**src/ps2mi_pkg.sv**
```systemverilog
// ----------------------------------------------------------------------------
// ps2mi_pkg
// Types, constants and the script ROM of the PS/2 mouse init sequencer.
// ----------------------------------------------------------------------------
package ps2mi_pkg;

   localparam int SCRIPT_LEN_DEF = 16;
   localparam int ROM_SLOTS      = 64;
   localparam int ROM_IDX_W      = 6;

   localparam logic [7:0] TIMEOUT_RESET = 8'd175;  // 3500 ms at a 20 ms poll
   localparam logic [6:0] COUNT_ONE     = 7'd1;

   localparam logic OP_POLL    = 1'b0;
   localparam logic OP_RESTART = 1'b1;

   typedef struct packed {
      logic       op;
      logic       rx_valid;
      logic [7:0] rx_byte;
   } req_type;

   typedef struct packed {
      logic       tx_valid;
      logic [7:0] tx_byte;
      logic       rx_taken;
      logic       timed_out;
      logic       finished;
   } rsp_type;

   typedef struct packed {
      logic [6:0] send_left;
      logic [6:0] recv_left;
      logic [7:0] wait_ticks;
   } ctr_type;

   // Script: reset, wait for two reply bytes, set sample rates and read ID,
   // then enable streaming.
   function automatic logic [7:0] rom_byte(input logic [ROM_IDX_W-1:0] idx);
      logic [7:0] b;
      case (idx)
         6'd0:    b = 8'h01;
         6'd1:    b = 8'hff;
         6'd2:    b = 8'h82;
         6'd3:    b = 8'h08;
         6'd4:    b = 8'hf3;
         6'd5:    b = 8'hc8;
         6'd6:    b = 8'hf3;
         6'd7:    b = 8'h64;
         6'd8:    b = 8'hf3;
         6'd9:    b = 8'h50;
         6'd10:   b = 8'hf2;
         6'd11:   b = 8'h01;
         6'd12:   b = 8'h81;
         6'd13:   b = 8'h01;
         6'd14:   b = 8'hf4;
         default: b = 8'h00;
      endcase
      return b;
   endfunction

endpackage

```
**src/ps2mi_step.sv**
```systemverilog
// ----------------------------------------------------------------------------
// ps2mi_step
// Next-state and result logic for one poll slot of the script sequencer.
// ----------------------------------------------------------------------------
module ps2mi_step
   import ps2mi_pkg::*;
#(
   parameter int SCRIPT_LEN = SCRIPT_LEN_DEF,
   localparam int POS_W     = $clog2(SCRIPT_LEN + 1)
) (
   input  req_type          req,
   input  logic [7:0]       timeout_ticks,
   input  logic [POS_W-1:0] pos_cur,
   input  ctr_type          ctr_cur,
   output logic [POS_W-1:0] pos_nxt,
   output ctr_type          ctr_nxt,
   output rsp_type          rsp
);

   localparam logic [POS_W-1:0] LEN_P = POS_W'(SCRIPT_LEN);

   logic [POS_W-1:0] pos;
   logic [POS_W-1:0] pos_adv;
   logic [7:0]       rom_b;
   logic [7:0]       wt;
   logic [6:0]       dec_send;
   logic [6:0]       dec_recv;
   logic [6:0]       recv_t;

   always_comb begin
      wt       = (ctr_cur.wait_ticks != 8'd0) ? ctr_cur.wait_ticks - 8'd1 : 8'd0;
      pos      = (req.op == OP_RESTART) ? '0 : pos_cur;
      // past the end the script reads as zero, which ends it
      rom_b    = (pos < LEN_P) ? rom_byte(ROM_IDX_W'(pos)) : 8'h00;
      pos_adv  = (pos < LEN_P) ? pos + POS_W'(1) : pos;
      dec_send = rom_b[7] ? 7'd0 : rom_b[6:0];
      dec_recv = rom_b[7] ? rom_b[6:0] : 7'd0;
      recv_t   = ctr_cur.recv_left;

      pos_nxt            = pos;
      ctr_nxt            = ctr_cur;
      ctr_nxt.wait_ticks = wt;
      rsp                = '0;

      if (pos == '0) begin
         // drop whatever arrives at the script start
         rsp.rx_taken      = req.rx_valid;
         pos_nxt           = pos_adv;
         ctr_nxt.send_left = dec_send;
         ctr_nxt.recv_left = dec_recv;
      end else if (ctr_cur.recv_left != 7'd0) begin
         if (req.rx_valid) begin
            rsp.rx_taken = 1'b1;
            recv_t       = ctr_cur.recv_left - COUNT_ONE;
         end else if (wt == 8'd0) begin
            rsp.timed_out = 1'b1;
            pos_nxt       = '0;
         end
         if (pos_nxt != '0 && ctr_cur.send_left == 7'd0 && recv_t == 7'd0) begin
            pos_nxt           = pos_adv;
            ctr_nxt.send_left = dec_send;
            ctr_nxt.recv_left = dec_recv;
         end else begin
            ctr_nxt.recv_left = recv_t;
         end
      end else if (ctr_cur.send_left != 7'd0) begin
         rsp.tx_valid       = 1'b1;
         rsp.tx_byte        = rom_b;
         pos_nxt            = pos_adv;
         ctr_nxt.send_left  = ctr_cur.send_left - COUNT_ONE;
         ctr_nxt.recv_left  = COUNT_ONE;
         ctr_nxt.wait_ticks = timeout_ticks;
      end

      rsp.finished = (pos_nxt != '0) && (ctr_nxt.send_left == 7'd0)
                     && (ctr_nxt.recv_left == 7'd0);
   end

endmodule

```
**src/ps2_mouse_init_script_sequencer_top.sv**
```systemverilog
// ----------------------------------------------------------------------------
// ps2_mouse_init_script_sequencer_top
// PS/2 mouse init script sequencer: input register, step logic, result register.
// ----------------------------------------------------------------------------
// Path: a request is captured in the input register and its result in the result register; a blocked result holds both.
// Throughput: one item per cycle while results are taken; the script state updates as each item
// leaves the input register, so the next item sees it at once.
// Reset: script position, counters and both stages clear; the timeout
// register loads 175. The script ROM is a constant table.
module ps2_mouse_init_script_sequencer_top
   import ps2mi_pkg::*;
#(
   parameter int SCRIPT_LEN = SCRIPT_LEN_DEF
) (
   input  logic       clock,
   input  logic       reset,
   input  logic       csr_wr_en,
   input  logic [7:0] csr_wr_data,
   input  logic       req_valid,
   output logic       req_ready,
   input  logic       req_op,
   input  logic       req_rx_valid,
   input  logic [7:0] req_rx_byte,
   output logic       rsp_valid,
   input  logic       rsp_ready,
   output logic       rsp_tx_valid,
   output logic [7:0] rsp_tx_byte,
   output logic       rsp_rx_taken,
   output logic       rsp_timed_out,
   output logic       rsp_finished
);

   localparam int POS_W = $clog2(SCRIPT_LEN + 1);

   logic [7:0]       timeout_ff;
   logic             s1_valid_ff;
   req_type          s1_req_ff;
   logic             rsp_valid_ff;
   rsp_type          rsp_ff;
   logic [POS_W-1:0] pos_ff;
   logic [POS_W-1:0] pos_in;
   ctr_type          ctr_ff;
   ctr_type          ctr_in;
   rsp_type          rsp_in;
   logic             step_fire;

   assign step_fire = s1_valid_ff && (!rsp_valid_ff || rsp_ready);
   assign req_ready = !s1_valid_ff || step_fire;

   ps2mi_step #(
      .SCRIPT_LEN (SCRIPT_LEN)
   ) u_step (
      .req           (s1_req_ff),
      .timeout_ticks (timeout_ff),
      .pos_cur       (pos_ff),
      .ctr_cur       (ctr_ff),
      .pos_nxt       (pos_in),
      .ctr_nxt       (ctr_in),
      .rsp           (rsp_in)
   );

   always_ff @(posedge clock) begin
      if (reset) begin
         timeout_ff   <= TIMEOUT_RESET;
         s1_valid_ff  <= 1'b0;
         rsp_valid_ff <= 1'b0;
         pos_ff       <= '0;
         ctr_ff       <= '0;
      end else begin
         if (csr_wr_en) begin
            timeout_ff <= csr_wr_data;
         end
         if (req_ready) begin
            s1_valid_ff <= req_valid;
         end
         if (step_fire) begin
            rsp_valid_ff <= 1'b1;
            pos_ff       <= pos_in;
            ctr_ff       <= ctr_in;
         end else if (rsp_ready) begin
            rsp_valid_ff <= 1'b0;
         end
      end
   end

   always_ff @(posedge clock) begin
      if (req_valid && req_ready) begin
         s1_req_ff <= '{op: req_op, rx_valid: req_rx_valid, rx_byte: req_rx_byte};
      end
      if (step_fire) begin
         rsp_ff <= rsp_in;
      end
   end

   assign rsp_valid     = rsp_valid_ff;
   assign rsp_tx_valid  = rsp_ff.tx_valid;
   assign rsp_tx_byte   = rsp_ff.tx_byte;
   assign rsp_rx_taken  = rsp_ff.rx_taken;
   assign rsp_timed_out = rsp_ff.timed_out;
   assign rsp_finished  = rsp_ff.finished;

   // a send arms exactly one acknowledge wait with the full timeout
   a_send_arms_wait: assert property (@(posedge clock) disable iff (reset)
      step_fire && rsp_in.tx_valid |=>
         ctr_ff.recv_left == COUNT_ONE && ctr_ff.wait_ticks == $past(timeout_ff))
      else $error("send did not arm the reply wait");

   a_timeout_restarts: assert property (@(posedge clock) disable iff (reset)
      step_fire && rsp_in.timed_out |=> pos_ff == '0)
      else $error("timeout did not return to script start");

   a_pos_bound: assert property (@(posedge clock) disable iff (reset)
      pos_ff <= POS_W'(SCRIPT_LEN))
      else $error("script position beyond script length");

   a_stall_cause: assert property (@(posedge clock) disable iff (reset)
      !req_ready |-> s1_valid_ff && rsp_valid_ff && !rsp_ready)
      else $error("input stalled without a blocked result");

   a_tx_excludes_rx: assert property (@(posedge clock) disable iff (reset)
      step_fire && rsp_in.tx_valid |-> !rsp_in.rx_taken && !rsp_in.timed_out)
      else $error("send slot also took a byte or timed out");

endmodule

```
**config.mk**
```make
export PLATFORM = sky130hd
export DESIGN_NAME = ps2_mouse_init_script_sequencer_top
export DESIGN_NICKNAME = d
export VERILOG_FILES = /design/src/ps2mi_pkg.sv /design/src/ps2mi_step.sv /design/src/ps2_mouse_init_script_sequencer_top.sv
export SDC_FILE = /design/constraint.sdc
export NUM_CORES = 1
export LEC_CHECK = 0
export BUFFER_PORTS_ARGS = -buffer_cell sky130_fd_sc_hd__buf_2
export CAP_MARGIN = 20
export CORE_MARGIN = 8
export CORE_UTILIZATION = 45
export CTS_CLUSTER_DIAMETER = 200
export DETAILED_ROUTE_END_ITERATION = 8
export HOLD_SLACK_MARGIN = 0.1
export SLEW_MARGIN = 15
export SYNTH_ARGS = -nofsm -noshare
export SYNTH_HDL_FRONTEND = slang
export SYNTH_SLANG_ARGS = --single-unit
```
**constraint.sdc**
```tcl
create_clock -name clock -period 3.3 [get_ports clock]
set_input_delay 0.495 -clock clock [delete_from_list [all_inputs] [get_ports clock]]
set_output_delay 0.495 -clock clock [all_outputs]
set_load 0.1 [all_outputs]
```
After elaboration in Yosys (flattened, before gate mapping)
Memories as Yosys holds them, arrays and structs flattened. Index checks and enable logic that the tools add are counted.

Register bits after elaboration: 51. Bits in read-only memories: 128. Input port bits: 23. Output and inout port bits: 14. Word-level logic and storage cells: 80. Memories: 1.

Add/sub/neg operators: 4. $lt $le $gt $ge: 1. Multiplexer cells: 33. Bitwise operators: 2. Reduce and logical (&&, ||, !) cells: 25.

Memory list: (no name shown) (depth 16, width 8, rd ports 1, clocked after memory_dff 0, wr ports 0, line ps2mi_pkg.sv:41) `case (idx)`.

Operators by type and width (count): two-way mux 5 bit (10); two-way mux 7 bit (7); two-way mux 8 bit (5); logical NOT 7 bit (4); two-way mux 14 bit (2); two-way mux 22 bit (1); nonzero test 7 bit (2); subtractor 7 x 1 -> 7 bit (second input constant) (2); nonzero test 5 bit (2); two-way mux 9 bit (1); logical NOT 8 bit (1); nonzero test 8 bit (1); subtractor 8 x 1 -> 8 bit (second input constant) (1); logical AND 1 bit (6); two-way mux 1 bit (6); OR reduction 3 bit (2); adder 5 x 1 -> 5 bit (second input constant) (1); logical NOT 5 bit (1); < comparator 5 bit (second input constant) (1); logical NOT 1 bit (2); logical OR 1 bit (2); two-way mux 2 bit (1); inverter 1 bit (2); nonzero test 2 bit (1); OR reduction 2 bit (1).

Longest topological paths before layout
Depth after elaboration: 16. Depth in mapped cells: 13. Depth with buffers taken out: 12.

By module
From an unflattened synthesis, not the netlist that was laid out.

Cell total of the unflattened synthesis: 452. Area total of the unflattened synthesis: 4012.6 µm².

Modules (own cells, without submodules): ps2_mouse_init_script_sequencer_top (times used 1, cells each 175, area each 2248.4 µm², seq. area each 1401.3 µm²); ps2mi_step (times used 1, cells each 277, area each 1764.2 µm², seq. area each 0.0 µm²).

Worst setup path before layout
OpenSTA, ideal clock, no wires.

Path kind: reg2reg. Start point: register ctr_ff[0] (netlist bit). End point: register rsp_ff (netlist bit rsp_finished) (data pin). Setup time: 0.269 ns. Arrival: 2.635 ns. Required time: 3.031 ns. Path slack: 0.396 ns. Cell stages (with the launch flop): 13. Buffers on the path: 1. Clock period less this slack: 2.904 ns. Path through: dfxtp_1 -> inv_1 -> ha_1 -> or3b_4 -> nor2_2 -> o21ai_0 -> a2111o_1 -> and4_1 -> buf_6 -> o221a_1 -> a211oi_2 -> nand3b_1 -> nor4_2.

RTL lines: from (decl) (line ps2_mouse_init_script_sequencer_top.sv:42) `ctr_type ctr_ff;`; from (signal assigned) (line ps2_mouse_init_script_sequencer_top.sv:79) `ctr_ff <= ctr_in;`; to (signal assigned) (line ps2_mouse_init_script_sequencer_top.sv:91) `rsp_ff <= rsp_in;`; to (decl) (line ps2_mouse_init_script_sequencer_top.sv:39) `rsp_type rsp_ff;`.

==> flow_summary.toml <==
[yosys]
synth_ff_type = "dfxtp_1"
synth.ff_latch_count = 51
yosysWarnings = 0
avgSynthCellArea_um2 = 8.02
syn_nets = 460
synth_edf_count = 14
synth.distinct_cells = 68
syn_area_um2 = 3440
netlist.top_cell.by_area = "dfxtp_1"
synthCells = 429
async_flop_share = 0
synth.yosys.seq_area_share = 0.337
yosys.area.top_type_share = 0.215
yosys-top-cells-area = "dfxtp_1 22%, edfxtp_1 12%, nor2_1 6.2%"

[die]
dieArea_um2 = 10700
initial_utilization = 0.455
coreArea_um2 = 7570
io_pins = 37
num_rows = 32
chipWidth_um = 103
die_y_um = 103

[route]
drt-initial-drc-count = 229
antenna_left = 0
dr.pass1.iters = 5
routed_wirelength_um = 10200
drc_errors = 0
routed_via_density = 5.92
post_drt_wl_per_cell_um = 17.3
vias = 3483

[global_routing]
grt_antenna_before_repair = 0
grt_use_total = 0.190
overflow = 0
grt_pass1_vias = 3221
grt_max_degree = 38
grt_pass1_wl_um = 16000

[cts]
cts_tree = "built"
clock_sinks = 51
clk_latency_ns = 0.31
cts_made_buffers = 5
htree_levels = 2
cts_hold_buffers = 0
cts_root_buf = "clkbuf_8"
clockBufferDepth = 2
path_clk_slew_ns = 0.10

[pwr]
power.density_cell_area_nw_per_um2 = 431
p_leak_nw = 1.56
ir_drop_v = 0.000239

[timing]
slew_headroom = 0.522
finalSetupTns_ns = 0
maxSlewViolCount = 0
fin_crit_sh = 0.985
setup_viol = 0
finClkSkew_ns = 0.00637
max_freq_ghz = 0.308
layout_setup_ws_ns = 0.0493
worstMarginPinSlew_ns = 0.717
period_needed_ns = 3.25
finalHoldViolCount = 0

[worst_setup_path]
startpoint_type = "flop"
cpMaxStageDelayCell = "a221oi_1"
worstPathCellList = "inv_1, nand2_1, ha_1, o22ai_1, a221oi_1, nor2_1, a211oi_4, and4_1, nand4_1, nor4_4"
cp.required_ns = 3.42
cp-end-kind = "flop"
cp_max_fo = 5
crit_path_start = "s1_req_ff[9]$_DFFE_PP_"
arrival_ns = 3.37
worstRegToRegCells = 10
cpPeakStageDelay_ns = 0.65
rr_startpoint = "s1_req_ff[9]$_DFFE_PP_"
timing_worst_setup_path_type = "flop to flop"

[layout]
drive_gt1_frac = 0.212
antennaDiodeCount = 0
layout_common_cells = "57 x nor2_1, 45 x buf_4, 39 x nand2_1, 36 x dfxtp_1, 28 x buf_2"
utilization = 0.546
final_area_um2 = 4130
layout.cells.non_filler = 588
area_delta_synth_final_pct = 20.0
nNetsFinal = 516
layout_commonest_cell = "nor2_1"

[worst_hold_path]
hold_path.startpoint = "req_rx_valid"
hold_class = "input pin to flop"
whs_path_depth = 1

[status]
outcome = "completed"

[place]
placed_cells = 573
dpl_worst_slack_ns = 0.105
dp_hpwl_um = 7290
io_buffers = 28
globalplace.congestion = 0.924
placed_area_um2 = 3910

[job]
max-cap-violations = 0
[registers in the layout, summed over array words and instances, names as in the netlist, 2 cells and up]
register,cells
pos_ff,5
rsp_tx_byte,8
s1_req_ff,2
timeout_ff,8
ctr_ff,22
[report_power, final]
group	internal, mW	switching, mW	total [mW]	leakage, nW
sequential	0.683	0.0380	0.721	0.436
clock	0.154	0.225	0.378	0.0461
combinational	0.265	0.416	0.681	1.07
[cell usage after synthesis (3+ instances only)]
master and n:
a211oi_1 24, mux2i_1 6, a211o_1 8, o21a_1 7, o211ai_1 3, inv_1 18, nor2b_1 10, xnor2_1 8
a31oi_1 5, a211oi_2 3, o21ai_1 3, or3_1 3, and3_1 3, nand4_1 6, nor4b_1 4, a21oi_1 22
buf_1 3, nand2_1 39, clkbuf_1 20, edfxtp_1 14, and2_1 7, a41oi_1 4, nor4_1 3, dfxtp_1 37
nor3_1 12, ha_1 8, nand2b_1 6, nand3_1 13, nor2_1 57, o21ai_0 23, a22oi_1 3
[per-stage QoR]
stage	hold WS [ns]	power, mW
after floorplan	0.460	1.16
after global placement	0.481	1.35
after detailed placement	0.492	1.35
after CTS	0.350	1.73
after global routing	0.342	1.87
final	0.356	1.78
[critical path: cells and delay by family (launching register included)]
kind	cells	cell delay, ns
compound gates	3	1.05
buf+inv	1	0.12
flops	1	0.46
simple gates	5	1.02
fa+ha+maj	1	0.41
[what timing repair did]
action / 4_1_cts / 5_1_grt
buffers inserted: 0 / 6
setup endpoints to repair: 0 / 1
gates resized for setup: 0 / 19
[layer usage]
layer,share of wire,vias to the layer above,GRT usage,wire length [um]
met4,0.031,0,0.0845,316
met1,0.45,1596,0.240,4520
met5,0,-,0,0
met3,0.065,23,0.0268,657
li1,-,1711,-,-
met2,0.46,153,0.313,4670
[worst paths after layout]
kind / slack (ns) / to
max: 0.05 / rsp_finished$_DFFE_PP_
min: 0.36 / s1_req_ff[8]$_DFFE_PP_
max reg2reg: 0.05 / rsp_finished$_DFFE_PP_
min reg2reg: 0.51 / timeout_ff[6]$_SDFFE_PP0P_
[final cells by class]
class                           instances  area [um^2]
Inverter                               18         67.6
Sequential cell                        51         1160
Multi-Input combinational cell        335         2180
Clock buffer                            6         72.6
Timing Repair Buffer                   74          498
Fill cell                             710         3440
Clock inverter                          2         15.0
Tap cell                              102          128
[cells by family after synthesis]
kind of cell / synth area share
simple gates: 0.268
compound gates: 0.269
flops: 0.337
buf+inv: 0.0534
xor+xnor: 0.0254
fa+ha+maj: 0.0291
mux: 0.0174
No activity file was read; power rests on OpenSTA's default activity.
